## config.mk

```make
export PLATFORM = sky130hd
export DESIGN_NAME = lsps_div
export DESIGN_NICKNAME = d
export VERILOG_FILES = /design/src/lsps_pkg.sv /design/src/lsps_div.sv
export SDC_FILE = /design/constraint.sdc
export NUM_CORES = 1
export LEC_CHECK = 0
export ABC_AREA = 1
export BUFFER_PORTS_ARGS = -buffer_cell sky130_fd_sc_hd__buf_2
export CORE_ASPECT_RATIO = 1.75
export CORE_MARGIN = 5
export CORE_UTILIZATION = 45
export CTS_CLUSTER_SIZE = 8
export DETAILED_ROUTE_END_ITERATION = 8
export RECOVER_POWER = 50
export REMOVE_ABC_BUFFERS = 1
export SLEW_MARGIN = 25
export SYNTH_ARGS = -nofsm -noshare
export SYNTH_HDL_FRONTEND = slang
export SYNTH_SLANG_ARGS = --single-unit
```

## constraint.sdc

```tcl
create_clock -name clk_i -period 2.4 [get_ports clk_i]
set_input_delay 0.12 -clock clk_i [delete_from_list [all_inputs] [get_ports clk_i]]
set_output_delay 0.12 -clock clk_i [all_outputs]
set_load 0.01 [all_outputs]
```

## src/lsps_pkg.sv

```systemverilog
package lsps_pkg;

  // Width of the Q1.14 quotients and of the normal root (0 .. 16384).
  localparam int unsigned QW = 15;
  localparam int unsigned QF = 14;

  localparam int unsigned DefMaxSpriteSize = 256;

  localparam int unsigned QOne      = 16384;
  localparam int unsigned KAmbient  = 4915;
  localparam int unsigned KDiffuse  = 11469;
  localparam int unsigned KBumpBase = 12288;
  localparam int unsigned KGainCap  = 26214;
  localparam int unsigned KRim      = 11469;

  typedef enum logic [2:0] {
    REG_BASE_RED,
    REG_BASE_GREEN,
    REG_BASE_BLUE,
    REG_LIGHT_X,
    REG_LIGHT_Y,
    REG_LIGHT_Z,
    REG_SPRITE_SIZE
  } cfg_reg_e;

  typedef struct packed {
    logic        sign_x;
    logic        sign_y;
    logic        covered;
    logic        rim;
    logic [14:0] bump;
  } side_div_t;

  typedef struct packed {
    logic               covered;
    logic               rim;
    logic        [14:0] bump;
    logic signed [15:0] dx;
    logic signed [15:0] dy;
  } side_sqrt_t;

endpackage

```

## src/lsps_div.sv

```systemverilog
module lsps_div #(
  parameter int unsigned DW = 9,
  parameter int unsigned AW = 9
) (
  input  logic                   clk_i,
  input  logic                   en_i,
  input  logic [AW-1:0]          num_i,
  input  logic [DW-1:0]          den_i,
  output logic [lsps_pkg::QW-1:0] quot_o
);
  import lsps_pkg::*;

  // Computes floor(num * 2^14 / den) one quotient bit per stage. The result is
  // exact whenever num <= den; other inputs give a value that is not used.
  localparam int unsigned RW = DW + 1;

  logic [RW-1:0] rem_q [QW];
  logic [RW-1:0] rem_d [QW];
  logic [QW-1:0] quo_q [QW];
  logic [QW-1:0] quo_d [QW];
  logic [RW:0]   trial [QW];
  logic [RW-1:0] num_ext;

  assign num_ext = RW'(num_i);

  always_comb begin
    for (int k = 0; k < QW; k++) begin
      if (k == 0) begin
        trial[k] = {1'b0, num_ext};
        quo_d[k] = '0;
      end else begin
        trial[k] = {rem_q[k-1], 1'b0};
        quo_d[k] = quo_q[k-1];
      end
      if (trial[k] >= {2'b00, den_i}) begin
        rem_d[k] = RW'(trial[k] - {2'b00, den_i});
        quo_d[k] = quo_d[k] | (QW'(1) << (QW - 1 - k));
      end else begin
        rem_d[k] = RW'(trial[k]);
      end
    end
  end

  always_ff @(posedge clk_i) begin
    if (en_i) begin
      for (int k = 0; k < QW; k++) begin
        rem_q[k] <= rem_d[k];
        quo_q[k] <= quo_d[k];
      end
    end
  end

  assign quot_o = quo_q[QW-1];

endmodule

```

==> metrics.md <==
| Metric | Value |
|---|---|
| Gr ovfl total | 0 |
| Fmax | 0.492 GHz |
| Post-synthesis adder-cell area fraction | 0.114 |
| Sequential fraction of design power | 0.338 |
| Layout overhead on the synthesized area | 12.0% |
| IO Pins | 35 |
| Logic pwr share | 0.455 |
| Post-Syn Instances | 2066 |
| Asr flop ratio synth | 0 |
| Complex-gate fraction of the synthesized area | 0.0376 |
| Slowest-stage cell, CP | clkbuf_2 |
| GRT Total Usage | 0.194 |
| Number of flops mapped to enable cells by yosys | 260 |
| Worst-path fanout max | 54 |
| Most area-hungry cell type in the Yosys netlist | edfxtp_1 |
| Avg Cell Area, Syn | 8.32 sq um |
| Worst setup SP type | input pin |
| Top Family by Delay on Critical Path | buffers and inverters |
| Slew Limit Fails | 54 |
| Period utilization | 0.847 |
| Filler instances | 3644 |
| Netlist cell types | 31 |
| ANT cells | 0 |
| Max-Cap Viols | 1 |
| Slew headroom | -0.0354 |
| Crit path buf inv count | 2 |
| Die area | 42300 sq um |
| Starting Density | 0.457 |
| Int Pwr | 0.0133 W |
| Final net count | 2333 |
| Root buffer cell | clkbuf_16 |
| Sw power | 0.00919 W |
| Top cells by area, synth | edfxtp_1 (45%), nand2_1 (19%), ha_1 (9.8%) |
| Cell Rows | 94 |
| Placer congestion estimate | 0.918 |
| Status | complete, but fails checks |
| Simple logic cell fraction of the synthesized area | 0.303 |
| CP peak stage delay | 1.06 ns |
| Setup TNS | 0 ns |
| Synthesized flop and latch total | 260 |
| Switching share of power | 0.408 |
| Worst VDD drop | 0.000528 V |
| Worst Path Required | 2.53 ns |
| CTS Buf Count | 38 |
| HPWL Detailed | 29.0 mm |
| Failing checks | max-capacitance violations, max-slew violations |
| Worst setup EP type | flop |
| Worst Path Class, Setup | input pin to flop |
| Reg clk slew, reported paths | 0.05 ns |
| Die height | 268 um |
| Clk pwr share | 0.207 |
| Most used cell along the critical path | clkbuf_2 |
| Die width | 158 um |
| Cts repair resizes | 0 |
| CTS tree | yes |
| Core region area | 37600 sq um |
| Worst-Margin Slew | 1.55 ns |
| Pin count of the biggest net entering global routing | 55 |
| HP Class | input pin to flop |
| Multiplexer share of the synthesized area | 0 |
| Synth top area share | 0.454 |
| Clock sinks | 260 |
| DRC | 0 |
| Routed Antenna Nets | 0 |
| Buffers on Ports | 34 |
| Vias per Instance | 5.03 |
| Via count | 13300 |
| Endpoints failing hold | 0 |
| Power per cell area | 1170 nW/um^2 |
| Vias in the first global route | 13500 |
| Lkg Pwr | 9.47 nW |
| Routed WL per cell | 15.1 um |
| Seq/Total Area, Yosys | 0.454 |
| Pre-antenna DRT Iters | 7 |
| Post-synth top flop | edfxtp_1 |
| Netlist Area Pre-Place | 17200 sq um |
| Worst-path cell chain | clkbuf_2, clkbuf_2 |
| RSZ-0062 raised after global routing | false |
| # H-tree levels | 2 |
| Top-count cell post-synth | nand2_1 |
| Largest family of logic cells by synthesized area | simple AND/OR/NAND/NOR gates |
| WL final | 40.1 mm |
| Setup violators final | 0 |
| Initial antenna violation count | 0 |
| Worst EP arrival | 2.16 ns |
| 1st-iter DRT viols | 657 |
| Syn. warnings | 0 |
| Global-route wire length before repair | 65.7 mm |
| Skew final | 0.0133 ns |
| Clock latency on the worst-skew pair | 0.52 ns |
| Layout cells sized above 1 | 0.0946 |
| Final hold slack | 0.0416 ns |
| Top post-synthesis cells by count | nand2_1 (847), inv_1 (296), edfxtp_1 (260) |
| Minimum clock period | 2.03 ns |
| Synth Area in XOR/XNOR | 0.0219 |
| Max Root-Sink Buffers | 3 |
cells by family (layout without fill, tap and decap cells):
logic type | count (synthesis) | after routing
and+or+nand+nor | 1213 | 1213
buffers and inverters | 310 | 411
DFF | 260 | 260
adders and majority gates | 148 | 148
AOI/OAI and AO/OA | 92 | 92
xor gates and xnor gates | 43 | 43
final cells by class:
type | count | area [sq um] | area share
clock buffers | 40 | 980 | 0.0509
inverters | 305 | 1140 | 0.0595
repair buffers | 64 | 515 | 0.0268
clock inverters | 2 | 13.8 | 0.000715
well taps | 480 | 601 | 0.0312
multi-input cells | 1496 | 8190 | 0.425
flip-flops and latches | 260 | 7810 | 0.406
sequential cells by signal, indices dropped and copies added, names as in the netlist:
register,cells
quo_q,120
rem_q,140
worst paths after layout:
path	start	endpoint	slack (ns)	cells after the start
min reg2reg	quo_q[0][102]	quo_q[0][117]	0.41	0
max	en_i	quo_q[1][103]	0.37	2
min	num_i[1]	rem_q[0][1]	0.04	3
max reg2reg	rem_q[0][65]	rem_q[0][78]	0.39	8
placed cells by master (no fill, tap or decap), types with 8 or more instances in the layout:
| master | count |
|---|---|
| nand2_1 | 847 |
| nor3_1 | 13 |
| inv_1 | 296 |
| buf_12 | 10 |
| nand4_1 | 26 |
| edfxtp_1 | 260 |
| nand2_4 | 22 |
| inv_2 | 9 |
| ha_1 | 134 |
| a21oi_4 | 14 |
| a21oi_1 | 54 |
| nand3_1 | 140 |
| nor2_1 | 97 |
| nand2_2 | 46 |
| fa_1 | 14 |
| buf_2 | 33 |
| o21ai_0 | 16 |
| clkbuf_16 | 39 |
| dlygate4sd3_1 | 8 |
| xor2_1 | 40 |
stage by stage:
step / util / area, sq um / cells / setup slack, ns / total power (W)
2_1_floorplan: - / 17100 / 2061 / 0.176 / 0.0153
3_3_place_gp: 0.485 / 18200 / 2597 / 0.177 / 0.0178
3_5_place_dp: 0.485 / 18200 / 2597 / 0.135 / 0.0179
4_1_cts: 0.513 / 19300 / 2647 / 0.381 / 0.0228
5_1_grt: 0.512 / 19300 / 2647 / 0.163 / 0.0245
6_report: 0.512 / 19300 / 2647 / 0.368 / 0.0225
repair_timing:
action	4_1_cts	5_1_grt
hold buffers	8	0
endpoints found under the hold margin	8	0
setup endpoints to repair	0	0
setup buffers	0	0
routing by layer:
layer | part of all wire | GRT usage | vias to the layer above
met4 | 0.049 | 0.0924 | 0
met3 | 0.028 | 0.0252 | 94
met1 | 0.37 | 0.200 | 6160
li1 | - | - | 6853
met2 | 0.55 | 0.378 | 202
met5 | 0 | 0 | -
power groups by stage:
stage | sequential, W | combinational (W) | clock (W)
final | 0.00761 | 0.0102 | 0.00467
after global routing | 0.00771 | 0.0117 | 0.00502
after CTS | 0.00762 | 0.0103 | 0.00485
after detailed placement | 0.00769 | 0.0102 | 0
after global placement | 0.00769 | 0.0101 | 0
after floorplan | 0.00731 | 0.00798 | 0
Note: power is estimated with default switching activity, not from simulation.
