===== src/lsps_pkg.sv =====
package lsps_pkg;

  // Width of the Q1.14 quotients and of the normal root (0 .. 16384).
  localparam int unsigned QW = 15;
  localparam int unsigned QF = 14;

  localparam int unsigned DefMaxSpriteSize = 256;

  localparam int unsigned QOne      = 16384;
  localparam int unsigned KAmbient  = 4915;
  localparam int unsigned KDiffuse  = 11469;
  localparam int unsigned KBumpBase = 12288;
  localparam int unsigned KGainCap  = 26214;
  localparam int unsigned KRim      = 11469;

  typedef enum logic [2:0] {
    REG_BASE_RED,
    REG_BASE_GREEN,
    REG_BASE_BLUE,
    REG_LIGHT_X,
    REG_LIGHT_Y,
    REG_LIGHT_Z,
    REG_SPRITE_SIZE
  } cfg_reg_e;

  typedef struct packed {
    logic        sign_x;
    logic        sign_y;
    logic        covered;
    logic        rim;
    logic [14:0] bump;
  } side_div_t;

  typedef struct packed {
    logic               covered;
    logic               rim;
    logic        [14:0] bump;
    logic signed [15:0] dx;
    logic signed [15:0] dy;
  } side_sqrt_t;

endpackage


===== src/lsps_sqrt.sv =====
module lsps_sqrt (
  input  logic                     clk_i,
  input  logic                     en_i,
  input  logic [2*lsps_pkg::QW-2:0] val_i,
  output logic [lsps_pkg::QW-1:0]   root_o
);
  import lsps_pkg::*;

  // Integer square root, one result bit per stage.
  localparam int unsigned VW = 2 * QW;

  logic [VW-1:0] val_q  [QW];
  logic [VW-1:0] val_d  [QW];
  logic [VW-1:0] root_q [QW];
  logic [VW-1:0] root_d [QW];
  logic [VW-1:0] cur_v  [QW];
  logic [VW-1:0] cur_r  [QW];
  logic [VW-1:0] bitv   [QW];

  always_comb begin
    for (int k = 0; k < QW; k++) begin
      bitv[k] = VW'(1) << (2 * (QW - 1 - k));
      if (k == 0) begin
        cur_v[k] = VW'(val_i);
        cur_r[k] = '0;
      end else begin
        cur_v[k] = val_q[k-1];
        cur_r[k] = root_q[k-1];
      end
      if (cur_v[k] >= cur_r[k] + bitv[k]) begin
        val_d[k]  = cur_v[k] - (cur_r[k] + bitv[k]);
        root_d[k] = (cur_r[k] >> 1) + bitv[k];
      end else begin
        val_d[k]  = cur_v[k];
        root_d[k] = cur_r[k] >> 1;
      end
    end
  end

  always_ff @(posedge clk_i) begin
    if (en_i) begin
      for (int k = 0; k < QW; k++) begin
        val_q[k]  <= val_d[k];
        root_q[k] <= root_d[k];
      end
    end
  end

  assign root_o = root_q[QW-1][QW-1:0];

endmodule


===== config.mk =====
export PLATFORM = sky130hd
export DESIGN_NAME = lsps_sqrt
export DESIGN_NICKNAME = d
export VERILOG_FILES = /design/src/lsps_pkg.sv /design/src/lsps_sqrt.sv
export SDC_FILE = /design/constraint.sdc
export NUM_CORES = 1
export LEC_CHECK = 0
export ABC_CLOCK_PERIOD_IN_PS = 5630
export BUFFER_PORTS_ARGS = -buffer_cell sky130_fd_sc_hd__buf_2
export CAP_MARGIN = 20
export CORE_MARGIN = 3
export CORE_UTILIZATION = 46
export CTS_CLUSTER_SIZE = 10
export DETAILED_ROUTE_END_ITERATION = 16
export PLACE_DENSITY = 0.65
export SYNTH_ARGS = -nofsm -noshare
export SYNTH_HDL_FRONTEND = slang
export SYNTH_SLANG_ARGS = --single-unit

===== constraint.sdc =====
create_clock -name clk_i -period 5.63 [get_ports clk_i]
set_clock_uncertainty 0.2 [all_clocks]
set_input_delay 0.563 -clock clk_i [delete_from_list [all_inputs] [get_ports clk_i]]
set_output_delay 0.563 -clock clk_i [all_outputs]
set_load 0.01 [all_outputs]

==> report_table.html <==
<table>
<tr><th>Metric</th><th>Value</th></tr>
<tr><th colspan="2">Status</th></tr>
<tr><td>Outcome</td><td>finished clean</td></tr>
<tr><th colspan="2">Setup path</th></tr>
<tr><td>Worst reg2reg path startpoint</td><td>val_q[1][108]$_DFFE_PP_</td></tr>
<tr><td>Cell Chain, Critical Path</td><td>or4_4, or4_4, or3_1, a2111o_1, a31oi_4, a2111oi_0, xor2_1</td></tr>
<tr><td>Logic depth of the worst register-to-register path</td><td>7</td></tr>
<tr><td>Critical R2R Capture</td><td>val_q[1][149]$_DFFE_PP_</td></tr>
<tr><td>Type of the worst setup path</td><td>reg2reg</td></tr>
<tr><td>Most used cell along the critical path</td><td>or4_4</td></tr>
<tr><td>Worst Path Required</td><td>5.76 ns</td></tr>
<tr><td>Critical path startpoint</td><td>val_q[1][108]$_DFFE_PP_</td></tr>
<tr><td>Critical path arrival</td><td>3.87 ns</td></tr>
<tr><td>Slowest Stage Delay on Critical Path</td><td>0.59 ns</td></tr>
<tr><td>Slowest library cell on the worst path</td><td>a31oi_4</td></tr>
<tr><td>Type of element capturing the critical path</td><td>flip-flop</td></tr>
<tr><td>Reg-to-reg slack, setup</td><td>1.89 ns</td></tr>
<tr><td>Maximum fanout along the worst path</td><td>28</td></tr>
<tr><td>Capturing element of the worst setup path</td><td>val_q[1][149]$_DFFE_PP_</td></tr>
<tr><td>Nature of the critical path startpoint</td><td>flip-flop</td></tr>
<tr><th colspan="2">Layout</th></tr>
<tr><td>Number of antenna diodes</td><td>0</td></tr>
<tr><td>Fraction of layout cells with a size suffix above 1</td><td>7.90%</td></tr>
<tr><td>Area growth from synthesis to layout</td><td>11.9%</td></tr>
<tr><td>Net count of the finished layout</td><td>2215</td></tr>
<tr><td>Core utilization of the finished layout</td><td>52.4%</td></tr>
<tr><td>Post-route cell area</td><td>28400 um2</td></tr>
<tr><td>Most common cell after layout, fill and taps aside</td><td>edfxtp_1</td></tr>
<tr><td>Most frequent cells in the layout</td><td>edfxtp_1 (540), inv_1 (151), nor2_1 (133), ha_1 (131), a21oi_1 (129)</td></tr>
<tr><td>Number of cells in the finished layout apart from fillers</td><td>2760</td></tr>
<tr><th colspan="2">STA</th></tr>
<tr><td>Final setup vio count</td><td>0</td></tr>
<tr><td>Final Critical Period</td><td>3.74 ns</td></tr>
<tr><td>Setup total negative slack</td><td>0 ns</td></tr>
<tr><td>Normalized max-slew margin</td><td>39.2%</td></tr>
<tr><td>Period utilization</td><td>66.5%</td></tr>
<tr><td>Number of hold-slack violations in the final timing report</td><td>0</td></tr>
<tr><td>Peak Freq</td><td>267 MHz</td></tr>
<tr><td>Unrepaired setup endpoints after global routing</td><td>no</td></tr>
<tr><td>Slew of the pin with the lowest slew margin</td><td>0.909 ns</td></tr>
<tr><td>Count of final max-slew check failures</td><td>0</td></tr>
<tr><th colspan="2">Placement</th></tr>
<tr><td>Placed Instances</td><td>2657</td></tr>
<tr><td>Total of buffers placed on input and output ports</td><td>45</td></tr>
<tr><td>Post-placement cell area</td><td>26400 um2</td></tr>
<tr><td>HPWL after detailed placement</td><td>33700 um</td></tr>
<tr><td>GP Congestion</td><td>0.898</td></tr>
<tr><th colspan="2">Pwr</th></tr>
<tr><td>VDD IR max</td><td>0.000290 V</td></tr>
<tr><td>Leak Pwr</td><td>10.6 nW</td></tr>
<tr><td>Total power density per cell area</td><td>373 nW/um2</td></tr>
<tr><th colspan="2">Clock network</th></tr>
<tr><td>CTS Sinks</td><td>540</td></tr>
<tr><td>Root Buffer</td><td>clkbuf_16</td></tr>
<tr><td>Post-CTS sizing</td><td>0</td></tr>
<tr><td>Maximum level of the CTS H-tree</td><td>2</td></tr>
<tr><td>Longest Clk Path Bufs</td><td>3</td></tr>
<tr><td>Inserted Clock Buffers</td><td>61</td></tr>
<tr><td>Clock slew seen by the registers of the worst setup and hold paths</td><td>0.06 ns</td></tr>
<tr><td>Setup Fix Bufs, Post-CTS</td><td>0</td></tr>
<tr><td>CTS tree</td><td>done</td></tr>
<tr><td>Clock network latency to the later pin of the worst-skew pair</td><td>0.64 ns</td></tr>
<tr><td>Count of hold-fix buffers inserted at cts</td><td>29</td></tr>
<tr><th colspan="2">GRT</th></tr>
<tr><td>Maximum number of pins on one net before global-route repair</td><td>151</td></tr>
<tr><td>Via count of the first global-routing pass</td><td>15.5k</td></tr>
<tr><td>Wire length of the first global-routing pass</td><td>75100 um</td></tr>
<tr><td>Antenna violations before repair</td><td>0</td></tr>
<tr><td>All-layer global routing usage</td><td>16.3%</td></tr>
<tr><td>Total congestion overflow after global routing</td><td>0</td></tr>
<tr><th colspan="2">Routing</th></tr>
<tr><td>Residual DRC count</td><td>0</td></tr>
<tr><td>Routed wire length</td><td>46800 um</td></tr>
<tr><td>Via total after detailed routing</td><td>15.1k</td></tr>
<tr><td>Average wire length per cell after detail routing</td><td>16.9 um</td></tr>
<tr><td>Initial drt markers</td><td>797</td></tr>
<tr><td>Via density per instance</td><td>5.46</td></tr>
<tr><td>DRT Pass-1 Iters</td><td>6</td></tr>
<tr><td>ANT nets after route</td><td>0</td></tr>
<tr><th colspan="2">Floorplanning</th></tr>
<tr><td>Initial core utilization</td><td>46.8%</td></tr>
<tr><td>Floorplan die width</td><td>241 um</td></tr>
<tr><td>Die Span Y</td><td>241 um</td></tr>
<tr><td>Total number of placement rows</td><td>85</td></tr>
<tr><td>Io pins</td><td>46</td></tr>
<tr><td>Overall die area</td><td>58000 um2</td></tr>
<tr><td>Core Footprint</td><td>54100 um2</td></tr>
<tr><th colspan="2">Synthesis</th></tr>
<tr><td>Cell area after synthesis</td><td>25400 um2</td></tr>
<tr><td>Yosys reg bits</td><td>540</td></tr>
<tr><td>Sequential cell area fraction in the yosys report</td><td>64.0%</td></tr>
<tr><td>Async S/R FF share, synth</td><td>0%</td></tr>
<tr><td>Yosys warnings</td><td>0</td></tr>
<tr><td>Most instantiated flip-flop cell in the synthesis netlist</td><td>edfxtp_1</td></tr>
<tr><td>Cell count after synthesis</td><td>1942</td></tr>
<tr><td>Number of enable-type register cells in the synthesized netlist</td><td>540</td></tr>
<tr><td>Distinct cells, synth</td><td>72</td></tr>
<tr><td>Average size of a mapped cell</td><td>13.1 um2</td></tr>
<tr><th colspan="2">Job</th></tr>
<tr><td>Max Cap Viol</td><td>0</td></tr>
<tr><th colspan="2">Min path</th></tr>
<tr><td>Launch point of the worst hold path</td><td>en_i</td></tr>
<tr><td>Worst hold-check path type</td><td>in2reg</td></tr>
</table>
==> cell type report <==
cell class	instances	area [um2]
clock inverter	6	109
fill	4403	25800
multi-input combinational	1216	8430
clock buffer	68	1550
timing repair buffer	81	616
tap	696	871
inverter	153	574
sequential	540	16200
==> cells in the mapped netlist, types with 4 or more instances <==
cell      count  area share, %
a211oi_1     13           0.38
a21boi_0      6           0.18
a21o_1       24           0.71
a21oi_1     129            2.5
a22o_1        4           0.14
a41oi_1       5           0.17
and2_1        8           0.20
and3_1        9           0.22
clkbuf_1     27           0.40
edfxtp_1    540             64
ha_1        131            6.5
inv_1       151            2.2
mux2_2       20           0.89
mux2i_1       5           0.20
nand2_1     100            1.5
nand2b_1     29           0.72
nand3_1      29           0.57
nand3b_1     12           0.36
nand4_1      24           0.59
nand4b_1     15           0.52
nor2_1      133            2.0
nor2b_1      15           0.37
nor3_1       48           0.95
nor3b_1       8           0.24
nor4_1       57            1.4
nor4b_1      10           0.35
o211ai_1      6           0.18
o21a_1       18           0.53
o21ai_0      82            1.6
o21bai_1      5           0.15
o311ai_0      4           0.14
o31ai_1       8           0.24
or2_2        10           0.25
or3_1        11           0.27
or4_1        11           0.33
xnor2_1     111            3.8
xor2_1       62            2.1
==> report_power, final <==
part | internal (mW) | switching [mW] | leakage (nW)
sequential | 5.08 | 0.345 | 5.17
combinational | 0.797 | 0.965 | 4.67
clock | 1.93 | 1.47 | 0.807
==> layer usage <==
layer	up-vias	wire [um]	GRT usage [%]
met5	-	0	0
met4	0	2450	8.82
met3	136	1600	2.55
met2	317	26200	33.0
met1	7162	16500	15.4
li1	7441	-	-
==> flip-flops by register name (all words and copies together) (netlist names) <==
signal / flops
val_q: 420
root_q: 120
==> worst max-delay path, delay by kind of cell (launching register included) <==
| family | cells | cell delay (ns) |
|---|---|---|
| AO/OA/AOI/OAI | 3 | 1.19 |
| XOR/XNOR | 1 | 0.19 |
| flip-flops | 1 | 0.50 |
| AND/OR/NAND/NOR | 3 | 1.38 |
==> cells by family (layout without fill, tap and decap cells) <==
group | Yosys count | count (layout) | synth area share (%)
other | 1 | 2 | 0.0148
and+or+nand+nor | 544 | 544 | 11.3
xor gates and xnor gates | 173 | 173 | 5.98
muxes | 26 | 26 | 1.14
adders and majority gates | 131 | 131 | 6.46
buffers and inverters | 187 | 308 | 2.83
AOI/OAI and AO/OA | 340 | 340 | 8.28
DFF | 540 | 540 | 64.0
==> per-stage QoR <==
| stage | total power [mW] | hold slack (ns) | worst slack (ns) |
|---|---|---|---|
| 4_1_cts | 10.7 | 0.241 | 1.89 |
| 2_1_floorplan | 6.72 | 0.217 | 2.37 |
| 5_1_grt | 11.1 | 0.250 | 1.74 |
| 3_3_place_gp | 7.16 | 0.221 | 1.95 |
| 3_5_place_dp | 7.23 | 0.226 | 1.88 |
| 6_report | 10.6 | 0.238 | 1.89 |
==> how the worst min path moves through the flow <==
stage	end	slack [ns]	cells after the start
after floorplan	val_q[0][126]$_DFFE_PP_	0.22	0
after CTS	val_q[0][83]$_DFFE_PP_	0.24	0
after detailed placement	val_q[0][83]$_DFFE_PP_	0.23	0
final	val_q[0][174]$_DFFE_PP_	0.24	1
after global routing	val_q[0][122]$_DFFE_PP_	0.25	0
after global placement	val_q[0][195]$_DFFE_PP_	0.22	0
Power figures use the tool's default switching activity.
